[src/rtl/assert_macros.svh]
// ----------------------------------------------------------------------------
// assert_macros.svh
// assertion helpers clocked on aclk, disabled while aresetn is low
// ----------------------------------------------------------------------------
`ifndef ASSERT_MACROS_SVH
`define ASSERT_MACROS_SVH

`ifndef SYNTH
`define KMH_ASSERT(lbl, prop, msg) \
    lbl: assert property (@(posedge aclk) disable iff (!aresetn) (prop)) else $error(msg);
`define KMH_ASSERT_IMP(lbl, ante, cons, msg) \
    lbl: assert property (@(posedge aclk) disable iff (!aresetn) (ante) |-> (cons)) \
        else $error(msg);
`define KMH_ASSERT_NXT(lbl, ante, cons, msg) \
    lbl: assert property (@(posedge aclk) disable iff (!aresetn) (ante) |=> (cons)) \
        else $error(msg);
`else
`define KMH_ASSERT(lbl, prop, msg)
`define KMH_ASSERT_IMP(lbl, ante, cons, msg)
`define KMH_ASSERT_NXT(lbl, ante, cons, msg)
`endif

`endif

[src/rtl/kmh_pkg.sv]
// ----------------------------------------------------------------------------
// kmh_pkg
// shared constants, types and base decoding for the k-mer hash histogram
// ----------------------------------------------------------------------------
`default_nettype none

package kmh_pkg;

    localparam int KMER_LEN   = 8;
    localparam int COUNT_BITS = 32;
    localparam int WIN_W      = 2 * KMER_LEN;
    localparam int RUN_W      = $clog2(KMER_LEN + 1);
    localparam int HASH_W     = 16;
    localparam int HIST_AW    = 16;
    localparam int BIN_W      = 32;
    localparam int CHAR_W     = 8;

    localparam logic [HIST_AW-1:0]    HIST_LAST_ADDR = '1;
    localparam logic [COUNT_BITS-1:0] COUNT_MAX      = '1;

    localparam logic [CHAR_W-1:0] CH_A_UP = 8'h41;
    localparam logic [CHAR_W-1:0] CH_A_LO = 8'h61;
    localparam logic [CHAR_W-1:0] CH_C_UP = 8'h43;
    localparam logic [CHAR_W-1:0] CH_C_LO = 8'h63;
    localparam logic [CHAR_W-1:0] CH_G_UP = 8'h47;
    localparam logic [CHAR_W-1:0] CH_G_LO = 8'h67;
    localparam logic [CHAR_W-1:0] CH_T_UP = 8'h54;
    localparam logic [CHAR_W-1:0] CH_T_LO = 8'h74;
    localparam logic [CHAR_W-1:0] CH_N_UP = 8'h4E;
    localparam logic [CHAR_W-1:0] CH_N_LO = 8'h6E;
    localparam logic [CHAR_W-1:0] CH_STAR = 8'h2A;

    localparam logic [1:0] CODE_A = 2'd0;
    localparam logic [1:0] CODE_C = 2'd1;
    localparam logic [1:0] CODE_G = 2'd2;
    localparam logic [1:0] CODE_T = 2'd3;

    typedef enum logic {
        KIND_BASE = 1'b0,
        KIND_READ = 1'b1
    } kind_t;

    typedef struct packed {
        logic       is_base;
        logic       is_bad;
        logic [1:0] code;
    } base_dec_t;

    typedef struct packed {
        logic              hash_valid;
        logic [HASH_W-1:0] hash_value;
        logic              bad_base;
    } hash_info_t;

    typedef struct packed {
        logic               valid;
        logic               incr;
        logic [HIST_AW-1:0] addr;
    } mem_req_t;

    typedef struct packed {
        logic              hash_valid;
        logic [HASH_W-1:0] hash_value;
        logic              bad_base;
        logic [BIN_W-1:0]  bin_count;
    } result_t;

    function automatic base_dec_t decode_base(input logic [CHAR_W-1:0] ch);
        base_dec_t d;
        d = '0;
        case (ch)
            CH_A_UP, CH_A_LO: begin
                d.is_base = 1'b1;
                d.code    = CODE_A;
            end
            CH_C_UP, CH_C_LO: begin
                d.is_base = 1'b1;
                d.code    = CODE_C;
            end
            CH_G_UP, CH_G_LO: begin
                d.is_base = 1'b1;
                d.code    = CODE_G;
            end
            CH_T_UP, CH_T_LO: begin
                d.is_base = 1'b1;
                d.code    = CODE_T;
            end
            CH_N_UP, CH_N_LO, CH_STAR: begin
                d.is_base = 1'b0;
            end
            default: begin
                d.is_bad = 1'b1;
            end
        endcase
        return d;
    endfunction

endpackage

`default_nettype wire

[src/rtl/kmh_window.sv]
// ----------------------------------------------------------------------------
// kmh_window
// 2-bit base window and valid-run counter, emits the k-mer hash
// ----------------------------------------------------------------------------
`default_nettype none

module kmh_window (
    input  wire logic                       aclk,
    input  wire logic                       aresetn,
    input  wire logic                       step,
    input  wire logic [kmh_pkg::CHAR_W-1:0] base_char,
    input  wire logic                       last_base,
    output kmh_pkg::hash_info_t             info
);

    import kmh_pkg::*;

    logic [WIN_W-1:0] window_reg, window_next;
    logic [RUN_W-1:0] run_reg, run_next;
    logic [WIN_W-1:0] win_upd;
    logic [RUN_W-1:0] run_upd;
    base_dec_t        dec;

    always_comb begin
        dec     = decode_base(base_char);
        win_upd = '0;
        run_upd = '0;
        if (dec.is_base) begin
            win_upd = {window_reg[WIN_W-3:0], dec.code};
            run_upd = (run_reg < RUN_W'(KMER_LEN)) ? RUN_W'(run_reg + 1'b1) : run_reg;
        end
        info.hash_valid = dec.is_base && (run_upd == RUN_W'(KMER_LEN));
        info.hash_value = info.hash_valid ? HASH_W'(win_upd) : '0;
        info.bad_base   = dec.is_bad;
    end

    always_comb begin
        window_next = window_reg;
        run_next    = run_reg;
        if (step) begin
            window_next = last_base ? '0 : win_upd;
            run_next    = last_base ? '0 : run_upd;
        end
    end

    always_ff @(posedge aclk) begin
        if (!aresetn) begin
            window_reg <= '0;
            run_reg    <= '0;
        end else begin
            window_reg <= window_next;
            run_reg    <= run_next;
        end
    end

endmodule

`default_nettype wire

[config.mk]
export PLATFORM = sky130hd
export DESIGN_NAME = kmh_window
export DESIGN_NICKNAME = d
export VERILOG_FILES = /design/src/rtl/assert_macros.svh /design/src/rtl/kmh_pkg.sv /design/src/rtl/kmh_window.sv
export SDC_FILE = /design/constraint.sdc
export NUM_CORES = 1
export LEC_CHECK = 0
export ABC_AREA = 0
export CORE_UTILIZATION = 55
export CTS_CLUSTER_DIAMETER = 100
export CTS_CLUSTER_SIZE = 24
export DETAILED_ROUTE_END_ITERATION = 8
export DONT_BUFFER_PORTS = 1
export GPL_ROUTABILITY_DRIVEN = 0
export PLACE_DENSITY = 0.67
export SYNTH_ARGS = -nofsm -noshare
export SYNTH_HDL_FRONTEND = slang
export SYNTH_SLANG_ARGS = --single-unit
[constraint.sdc]
create_clock -name aclk -period 2.7 [get_ports aclk]
set_input_delay 0.27 -clock aclk [delete_from_list [all_inputs] [get_ports aclk]]
set_output_delay 0.27 -clock aclk [all_outputs]
set_load 0.05 [all_outputs]
After elaboration in Yosys (flattened, before gate mapping). Index checks and enable logic that the tools add are counted.

Flip-flop bits (word level): 18. Output and inout port bits: 18.

$add $sub $neg: 1. Magnitude comparators: 1. Eq/ne operators: 12. Muxes and demuxes: 9. Reduce and logical (&&, ||, !) cells: 6.

Operators by type and width (count): 8-bit by 7-bit == test with 1-bit output, second input constant (10); 16-bit two-way mux (2); 14-bit two-way mux (1); 4-bit two-way mux (3); 11-bit OR reduction (1); 8-bit by 6-bit == test with 1-bit output, second input constant (1); 8-bit OR reduction (1); 2-bit one-hot mux with 3 select lines (1); 2-bit OR reduction (3); 4-bit by 1-bit adder with 4-bit output, second input constant (1); 4-bit == test, second input constant (1); 4-bit less-than comparator, second input constant (1); 1-bit two-way mux (2); 1-bit logical AND (1).

Logic depth before layout (Yosys ltp).
Depth after elaboration: 7. Mapped depth: 6. Depth with buffers taken out: 5.

Worst setup path before layout. No wires, ideal clock.

Path kind: register to output. Start point: register run_reg[0]. End point: output info[1] (netlist bit). Data arrival time: 2.038 ns. Path slack: 0.392 ns. Stages on the path, launching flop included: 6. Buffers on the path: 0. Cells stage by stage: dfxtp_1 -> ha_1 -> or2b_1 -> o31a_2 -> a21oi_4 -> a21boi_1.

RTL lines: start, declared (RTL line kmh_window.sv:19) `logic [RUN_W-1:0] run_reg, run_next;`; start signal, assigned (RTL line kmh_window.sv:52) `run_reg <= run_next;`; end, declared (RTL line kmh_window.sv:13) `output kmh_pkg::hash_info_t info`.

==> results_dict.tcl <==
set metrics [dict create \
    die_h_um 44.3 \
    post_dp_cell_area_um2 1080 \
    holdCritPathClass "in -> reg" \
    power_frac_clock_pct 36.9 \
    yosysWarnings 0 \
    vias_per_cell 5.92 \
    cts_root_buf "clkbuf_4" \
    syn2layout_area_growth_pct 13.2 \
    yosysMostFrequentCell "dfxtp_1" \
    endpoint_kind "primary output" \
    ant_nets 0 \
    path_max_fanout 16 \
    finalSetupViolCount 0 \
    drcViolationCount 0 \
    cts_buffers 3 \
    ys.flop_type "dfxtp_1" \
    postCtsSetupRepairBufs 0 \
    worstMarginPinSlew_ns 0.873 \
    yosysUniqueCellTypes 41 \
    cp.required_ns 2.43 \
    ir_drop_mv 0.260 \
    core-area_um2 1590 \
    power_density_nw_per_um2 410 \
    num_rows 14 \
    hold_path_end "run_reg[2]" \
    switching_share_pct 21.9 \
    grt.overflow.total 0 \
    drtPass1Iterations 4 \
    r2r_end "run_reg[2]" \
    die_w_um 44.3 \
    num-nets-final 126 \
    timing.final.crit_share_pct 90.2 \
    utilization_pct 70.0 \
    hold_start "aresetn" \
    r2r_slack_ns 1.34 \
    synth_top_area_cell "dfxtp_1" \
    finalCriticalPeriod_ns 2.44 \
    rsz0062_at_grt "no" \
    relSlewSlack_pct 41.7 \
    synth_top_area_share_pct 36.5 \
    pin_count 30 \
    grt_pass1_wl_mm 3.16 \
    numPortBuffers 0 \
    finalClockSkew_ns 0.00286 \
    ys_seq_area_share_pct 36.5 \
    wl_per_cell_um 14.2 \
    worstSetupPathType "reg -> out" \
    start_util_pct 61.9 \
    cts_tree "built" \
    design_area_um2 1120 \
    avgSynthCellArea_um2 9.86 \
    drv_slew 0 \
    synthTopCellsByArea "dfxtp_1, a22o_1, and2_1" \
    hold_violations 0 \
    r2r_start "run_reg[0]" \
    ys_seq_elements 18 \
    synth_edf_count 0 \
    ys_async_sr_fraction_pct 0 \
    antenna_found_initial 0 \
    hpwlAfterDp_mm 1.34 \
    rr_worst_depth 5 \
    finalPower_uw 458 \
    max_cap_viol_count 0 \
    synthesis.nets 113 \
    grt_max_degree 17 \
    fin_ws_ns 0.265 \
    synthTopCellsByCount "dfxtp_1, a22o_1, and2_1" \
    grt_pass1_vias 696 \
    die_area_um2 1970 \
    p_leak_uw 0.000422 \
    clk_path_buf_depth 2 \
    largest_reg_flops 14 \
    grt_usage_pct 21.3 \
    pwr-share-comb_pct 4.8 \
    drt_iter0_markers 19 \
    seqPwrFrac_pct 58.3 \
    ctsResizeCount 0 \
    status "finished clean" \
    cts_num_sinks 18 \
    p_switching_uw 100 \
    diodes 0 \
    clk_pin_slew_ns 0.10 \
    intPower_uw 358 \
    crit_arrival_ns 2.17 \
    tns_ns 0 \
    clock_latency_ns 0.30 \
    vias 805 \
    cp-start-kind "register" \
    cts.hold.buffers_added 0 \
    ctsHtreeMaxLevel 1 \
    syn-cell-area_um2 986 \
    synthCells 100 \
    wirelength_mm 1.93 \
    dp_slack_ns 0.625 \
    drive_gt1_share_pct 27.7 \
    fmax_mhz 411 \
    holdPathStages 1 \
]
==> worst max-delay path, stage by stage (launching register included) <==
cell and delay (ns):
dfxtp_1 0.41, ha_1 0.18, or2b_1 0.25, o31a_2 0.33, a21oi_4 0.28, a21boi_1 0.20
buf_4 0.21
==> cell type report <==
cell class              count  area, um2
repair buffers             12       90.1
inverters                   4       15.0
flip-flops and latches     18        360
fillers                   131        478
well taps                  24       30.0
multi-input cells          74        584
clock buffers               4       36.3
==> layout by cell type (no fill, tap or decap), drive strengths merged <==
master   count
o22ai        1
or2b         1
buf         12
and4bb       1
and2        15
nor3b        2
and2b        2
nor2b        3
or4b         1
o21ai        2
nor2         3
a21boi       1
a22o        12
a21oi        4
ha           1
a211oi       2
dfxtp       18
o211a        1
o31a         2
clkbuf       4
o2111a       1
a31oi        1
and3b        1
nand2b       1
o21a         2
nor4bb       1
nand2        4
inv          4
a2111oi      3
nand3        3
nand4        1
o22a         1
nand4b       1
==> cells by family (layout without fill, tap and decap cells) <==
family / count (synthesis) / count (layout) / synth area share (%)
adders and majority gates: 1 / 1 / 1.27
and+or+nand+nor: 40 / 40 / 28.0
buffers and inverters: 8 / 20 / 4.19
AOI/OAI and AO/OA: 33 / 33 / 30.0
DFF: 18 / 18 / 36.5
==> per-stage QoR <==
step	cells	hold slack [ns]
after floorplan	100	0.388
after global placement	132	0.390
after detailed placement	132	0.395
after CTS	136	0.0815
after global routing	136	0.0757
final	136	0.0851
==> layer usage <==
| layer | wire length, um | track usage, % |
|---|---|---|
| met5 | 0 | 0 |
| met4 | 14 | 7.27 |
| met3 | 108 | 5.31 |
| met2 | 828 | 31.5 |
| met1 | 972 | 30.4 |
==> power by group through the flow <==
stage | clock network [uW] | logic, uW | registers (uW)
2_1_floorplan | 0 | 21.4 | 273
3_3_place_gp | 0 | 21.4 | 273
3_5_place_dp | 0 | 21.8 | 273
4_1_cts | 171 | 21.9 | 267
5_1_grt | 182 | 24.2 | 267
6_report | 169 | 22.0 | 267
==> worst max path at each step <==
stage	startpoint	endpoint	cells past startpoint
after global placement	run_reg[0]	info[1]	6
after CTS	run_reg[0]	info[1]	6
after floorplan	run_reg[0]	info[1]	5
after global routing	run_reg[0]	info[1]	6
final	run_reg[0]	info[1]	6
after detailed placement	run_reg[0]	info[1]	6
(Power assumes the default switching activity.)
