### src/rtl/assert_macros.svh
// ----------------------------------------------------------------------------
// assert_macros.svh
// assertion helpers clocked on aclk, disabled while aresetn is low
// ----------------------------------------------------------------------------
`ifndef ASSERT_MACROS_SVH
`define ASSERT_MACROS_SVH

`ifndef SYNTH
`define KMH_ASSERT(lbl, prop, msg) \
    lbl: assert property (@(posedge aclk) disable iff (!aresetn) (prop)) else $error(msg);
`define KMH_ASSERT_IMP(lbl, ante, cons, msg) \
    lbl: assert property (@(posedge aclk) disable iff (!aresetn) (ante) |-> (cons)) \
        else $error(msg);
`define KMH_ASSERT_NXT(lbl, ante, cons, msg) \
    lbl: assert property (@(posedge aclk) disable iff (!aresetn) (ante) |=> (cons)) \
        else $error(msg);
`else
`define KMH_ASSERT(lbl, prop, msg)
`define KMH_ASSERT_IMP(lbl, ante, cons, msg)
`define KMH_ASSERT_NXT(lbl, ante, cons, msg)
`endif

`endif

### src/rtl/kmh_pkg.sv
// ----------------------------------------------------------------------------
// kmh_pkg
// shared constants, types and base decoding for the k-mer hash histogram
// ----------------------------------------------------------------------------
`default_nettype none

package kmh_pkg;

    localparam int KMER_LEN   = 8;
    localparam int COUNT_BITS = 32;
    localparam int WIN_W      = 2 * KMER_LEN;
    localparam int RUN_W      = $clog2(KMER_LEN + 1);
    localparam int HASH_W     = 16;
    localparam int HIST_AW    = 16;
    localparam int BIN_W      = 32;
    localparam int CHAR_W     = 8;

    localparam logic [HIST_AW-1:0]    HIST_LAST_ADDR = '1;
    localparam logic [COUNT_BITS-1:0] COUNT_MAX      = '1;

    localparam logic [CHAR_W-1:0] CH_A_UP = 8'h41;
    localparam logic [CHAR_W-1:0] CH_A_LO = 8'h61;
    localparam logic [CHAR_W-1:0] CH_C_UP = 8'h43;
    localparam logic [CHAR_W-1:0] CH_C_LO = 8'h63;
    localparam logic [CHAR_W-1:0] CH_G_UP = 8'h47;
    localparam logic [CHAR_W-1:0] CH_G_LO = 8'h67;
    localparam logic [CHAR_W-1:0] CH_T_UP = 8'h54;
    localparam logic [CHAR_W-1:0] CH_T_LO = 8'h74;
    localparam logic [CHAR_W-1:0] CH_N_UP = 8'h4E;
    localparam logic [CHAR_W-1:0] CH_N_LO = 8'h6E;
    localparam logic [CHAR_W-1:0] CH_STAR = 8'h2A;

    localparam logic [1:0] CODE_A = 2'd0;
    localparam logic [1:0] CODE_C = 2'd1;
    localparam logic [1:0] CODE_G = 2'd2;
    localparam logic [1:0] CODE_T = 2'd3;

    typedef enum logic {
        KIND_BASE = 1'b0,
        KIND_READ = 1'b1
    } kind_t;

    typedef struct packed {
        logic       is_base;
        logic       is_bad;
        logic [1:0] code;
    } base_dec_t;

    typedef struct packed {
        logic              hash_valid;
        logic [HASH_W-1:0] hash_value;
        logic              bad_base;
    } hash_info_t;

    typedef struct packed {
        logic               valid;
        logic               incr;
        logic [HIST_AW-1:0] addr;
    } mem_req_t;

    typedef struct packed {
        logic              hash_valid;
        logic [HASH_W-1:0] hash_value;
        logic              bad_base;
        logic [BIN_W-1:0]  bin_count;
    } result_t;

    function automatic base_dec_t decode_base(input logic [CHAR_W-1:0] ch);
        base_dec_t d;
        d = '0;
        case (ch)
            CH_A_UP, CH_A_LO: begin
                d.is_base = 1'b1;
                d.code    = CODE_A;
            end
            CH_C_UP, CH_C_LO: begin
                d.is_base = 1'b1;
                d.code    = CODE_C;
            end
            CH_G_UP, CH_G_LO: begin
                d.is_base = 1'b1;
                d.code    = CODE_G;
            end
            CH_T_UP, CH_T_LO: begin
                d.is_base = 1'b1;
                d.code    = CODE_T;
            end
            CH_N_UP, CH_N_LO, CH_STAR: begin
                d.is_base = 1'b0;
            end
            default: begin
                d.is_bad = 1'b1;
            end
        endcase
        return d;
    endfunction

endpackage

`default_nettype wire

### src/rtl/kmh_out_fifo.sv
// ----------------------------------------------------------------------------
// kmh_out_fifo
// two-entry result queue between the pipeline and the result channel
// ----------------------------------------------------------------------------
`default_nettype none

module kmh_out_fifo (
    input  wire logic         aclk,
    input  wire logic         aresetn,
    input  wire logic         push,
    input  wire kmh_pkg::result_t push_data,
    input  wire logic         pop,
    output kmh_pkg::result_t  head,
    output logic              not_empty,
    output logic [1:0]        count
);

    import kmh_pkg::*;

    result_t    buf_reg [2];
    logic       wr_ptr_reg, wr_ptr_next;
    logic       rd_ptr_reg, rd_ptr_next;
    logic [1:0] cnt_reg, cnt_next;

    always_comb begin
        wr_ptr_next = push ? !wr_ptr_reg : wr_ptr_reg;
        rd_ptr_next = pop ? !rd_ptr_reg : rd_ptr_reg;
        cnt_next    = 2'(cnt_reg + {1'b0, push} - {1'b0, pop});
        head        = buf_reg[rd_ptr_reg];
        not_empty   = (cnt_reg != 2'd0);
        count       = cnt_reg;
    end

    always_ff @(posedge aclk) begin
        if (!aresetn) begin
            wr_ptr_reg <= 1'b0;
            rd_ptr_reg <= 1'b0;
            cnt_reg    <= 2'd0;
        end else begin
            wr_ptr_reg <= wr_ptr_next;
            rd_ptr_reg <= rd_ptr_next;
            cnt_reg    <= cnt_next;
        end
    end

    always_ff @(posedge aclk) begin
        if (push) begin
            buf_reg[wr_ptr_reg] <= push_data;
        end
    end

endmodule

`default_nettype wire
### config.mk
export PLATFORM = sky130hd
export DESIGN_NAME = kmh_out_fifo
export DESIGN_NICKNAME = d
export VERILOG_FILES = /design/src/rtl/assert_macros.svh /design/src/rtl/kmh_pkg.sv /design/src/rtl/kmh_out_fifo.sv
export SDC_FILE = /design/constraint.sdc
export NUM_CORES = 1
export LEC_CHECK = 0
export ABC_AREA = 1
export BUFFER_PORTS_ARGS = -buffer_cell sky130_fd_sc_hd__buf_2
export CAP_MARGIN = 40
export CELL_PAD_IN_SITES_DETAIL_PLACEMENT = 0
export CELL_PAD_IN_SITES_GLOBAL_PLACEMENT = 1
export CORE_MARGIN = 1.5
export CORE_UTILIZATION = 44
export DETAILED_ROUTE_END_ITERATION = 8
export PLACE_DENSITY_LB_ADDON = 0.15
export SLEW_MARGIN = 0
export SYNTH_ARGS = -nofsm -noshare
export SYNTH_HDL_FRONTEND = slang
export SYNTH_SLANG_ARGS = --single-unit
### constraint.sdc
create_clock -name aclk -period 4.45 [get_ports aclk]
set_clock_uncertainty 0.1 [all_clocks]
set_input_delay 0.89 -clock aclk [delete_from_list [all_inputs] [get_ports aclk]]
set_output_delay 0.89 -clock aclk [all_outputs]
set_load 0.03 [all_outputs]
======== Word level (Yosys, flattened, before mapping) ========
Memories as Yosys holds them, arrays and structs flattened. A register that Yosys moved wholly into a read port is not among the register bits.
Cells that the tools add are included.
storage, ports and cells
  logic and storage cells ................. 13
  input port bits ......................... 54
  flip-flop bits (word level) ............. 4
  output and inout bits ................... 53
  memories kept ........................... 1
  RAM bits ................................ 100
memory list
  name     words  bits a word  read ports  clocked after Yosys merged registers in  wr ports  line                RTL
  buf_reg  2      50           1           1                                        1         kmh_out_fifo.sv:20  result_t buf_reg [2];
cells by class
  add/subtract/negate cells ............... 2
  reductions and logical operators ........ 3
  mux-type cells .......................... 4
operators with widths
  operator                                     number
  1-bit 2-to-1 mux                             4
  2-bit by 1-bit adder with 2-bit output       1
  1-bit logical NOT                            2
  2-bit nonzero test                           1
  2-bit by 1-bit subtractor with 2-bit output  1

======== Longest topological paths before layout ========
  depth in word-level cells ............... 3
  depth in mapped cells ................... 9
  depth with buffers taken out ............ 9

======== Worst setup path after synthesis ========
OpenSTA, ideal clock, no wires.
  path kind ............................... input to register
  from .................................... input push
  to ...................................... memory buf_reg[0][0] in the netlist's numbering (enable)
  buffers on the path ..................... 0
  required time ........................... 3891 ps
  arrival time ............................ 3030 ps
  setup slack ............................. 861 ps
  library setup time ...................... 459 ps
  stages on the path ...................... 2
  path through ............................ inv_1 -> nor2_1
on the way
  word-level cells in the longest chain between the ends .. 2
ends and longest elaborated chain
  item                                    line                RTL
  from (decl)                             kmh_out_fifo.sv:10  input wire logic push,
  1-bit 2-to-1 mux                        kmh_out_fifo.sv:47  if (push) begin
  1-bit 2-to-1 mux (not written as such)  kmh_out_fifo.sv:48  buf_reg[wr_ptr_reg] <= push_data;
  to (decl)                               kmh_out_fifo.sv:20
No other way between the ends.

==> impl_metrics.yaml <==
sta:
  fmax_mhz: 356
  fin_ws_ns: 1.64
  min_period_ns: 2.81
  rsz0062_at_grt: "false"
  setup_viol: 0
  hold_viol_final: 0
  fin_setup_tns_ns: 0
  worst_pin_slew_ns: 0.682
  drv_slew: 0
  slew_headroom_pct: 54.5
  fin_crit_sh_pct: 63.1
pwr:
  p_sw_share_pct: 24.2
  switchingPower_uw: 483
  clockPowerShare_pct: 26.8
  irDropWorstVdd_uv: 223
  p_leak_uw: 0.00198
  p_per_area_nw_per_um2: 410
  seq_power_share_pct: 58.2
  p_int_uw: 1520
  pwr-share-comb_pct: 15.0
detailed_routing:
  initialDrtViolationCount: 45
  drc_errors: 0
  dr.pass1.iters: 4
  vias: 1982
  avgRoutedWirePerCell_um: 15.5
  finalWirelength_um: 6410
  viasPerCell: 4.80
  drtAntennaViolNets: 0
clocking:
  clk_latency_ns: 0.34
  hold_buffers: 0
  clockBufferDepth: 2
  cts-resized-gates: 0
  cts.sinks: 105
  cts_htree_levels: 3
  cts_tree: "yes"
  post_cts_buffers: 0
  root_buffer: "clkbuf_8"
  path_clk_slew_ns: 0.09
  cts_made_buffers: 9
critical_path:
  max_stage_delay_ns: 0.65
  crit_path_start_kind: "flip-flop"
  worst_ep_required_time_ns: 3.46
  rr_endpoint: "buf_reg[0][20]"
  crit_chain: "buf_12 -> mux2_4 -> buf_2"
  crit_type: "reg2out"
  crit_path_end_kind: "output port"
  critPathArrivalTime_ns: 1.82
  rr_worst_depth: 2
  slowest_stage: "dfxtp_4"
  cp_max_fo: 28
  r2r-start: "wr_ptr_reg"
  r2r_slack_ns: 2.60
hold_path:
  hp-start: "rd_ptr_reg"
  min_path_type: "reg2reg"
  holdPathStages: 2
finish:
  drive_gt1_share_pct: 57.0
  area_delta_synth_final_pct: 19.3
  largest_register_ffs: 100
  fin_cells: 413
  fillCellCount: 731
  register_area_um2: 3110
  multi_input_area_um2: 853
  antenna_cells: 0
  finalNetCount: 358
yosys:
  yosysWarnings: 0
  synth_seq_cells: 105
  yosysSeqAreaShare_pct: 75.9
  avgSynthCellArea_um2: 21.7
  synth_top_cells_by_area: "edfxtp_1 (73%), mux2_4 (18%), buf_12 (2.4%)"
  synth_common_cells: "edfxtp_1 (100), mux2_4 (50), nand2_1 (9)"
  syn_area_um2: 4090
  yosysMostFrequentCell: "edfxtp_1"
  synth_top_area_cell: "edfxtp_1"
  ys_types: 11
  synth_edf_count: 100
  synthFlopType: "edfxtp_1"
  syn-instance-count: 188
  netlist.area_leader.share_pct: 73.5
  syn_nets: 244
  synthArstFlopShare_pct: 0
floorplanning:
  initial_utilization_pct: 46.2
  die_w_um: 99.4
  die_y_um: 99.4
  core_um2: 8850
  placementRows: 34
  io_pins: 107
  dieArea_um2: 9870
flow_run:
  drv_cap: 0
global_route:
  gr-usage-all-layers_pct: 13.5
  grt-ovfl-total: 0
  grt_start_max_net_pins: 29
  antenna_found_initial: 0
  grt_pass1_vias: 1994
  grt_pass1_wl_um: 9930
placed_design:
  dp_hpwl_um: 4340
  numPlacedInstances: 399
  preCtsSetupSlack_ns: 1.85
  io_buffers: 106
  place.gp.congestion: 0.660
outcome:
  status: "completed"
## placed cells by master, fill, tap and decap left out, drive strengths merged, types with 2 or more instances in the layout
master | Yosys | routed
inv | 7 | 7
edfxtp | 100 | 100
mux2 | 50 | 50
dfxtp | 5 | 5
clkbuf | 0 | 10
buf | 6 | 109
clkinv | 0 | 2
nor2 | 7 | 7
ha | 2 | 2
nand2 | 9 | 9
## cell families after synthesis
group / after synthesis / synth area share, %
flip-flops: 105 / 75.9
multiplexers: 50 / 18.4
AND/OR/NAND/NOR: 17 / 1.59
buffers and inverters: 13 / 3.37
adder cells (fa/ha/maj): 2 / 0.612
AO/OA/AOI/OAI: 1 / 0.122
## layout make-up
class,instances,area share [%]
clock buffers,10,2.62
well taps,108,2.77
clock inverters,4,0.950
multi-input cells,70,17.5
repair buffers,109,11.9
inverters,7,0.539
flip-flops and latches,105,63.7
## metal layers
metal	up-vias	global-route usage (%)	wire, um	part of all wire (%)
li1	939	-	-	-
met1	967	15.9	2680	42
met2	65	23.1	3250	51
met3	11	3.65	355	5.5
met4	0	6.50	124	1.9
met5	-	0	0	0
## critical path, delay by kind of cell, from the launching register on
kind                   cells  cell delay, ns
flip-flops                 1            0.65
buffers and inverters      2            0.48
multiplexers               1            0.33
## power groups by stage
stage	Clock, uW	Sequential [uW]	Combinational [uW]
after floorplan	0	1180	228
after global placement	0	1200	288
after detailed placement	0	1190	305
after CTS	557	1160	306
after global routing	591	1170	320
final	535	1160	300
## through the flow
step	cell area [um^2]	utilization [%]	hold slack, ns	total power, uW
6_report	4870	55.1	0.402	2000
5_1_grt	4870	55.1	0.438	2080
4_1_cts	4870	55.1	0.409	2030
3_5_place_dp	4700	53.1	0.386	1490
3_3_place_gp	4660	52.7	0.377	1480
2_1_floorplan	4090	-	0.363	1410
## worst max path at each step
stage,from,depth (start not counted),endpoint
5_1_grt,flip-flop,3,head[24]
4_1_cts,flip-flop,3,head[0]
3_3_place_gp,push,4,buf_reg[0][31]
3_5_place_dp,push,4,buf_reg[0][19]
2_1_floorplan,push,2,buf_reg[0][0]
6_report,flip-flop,3,head[1]
(Power assumes the default switching activity.)
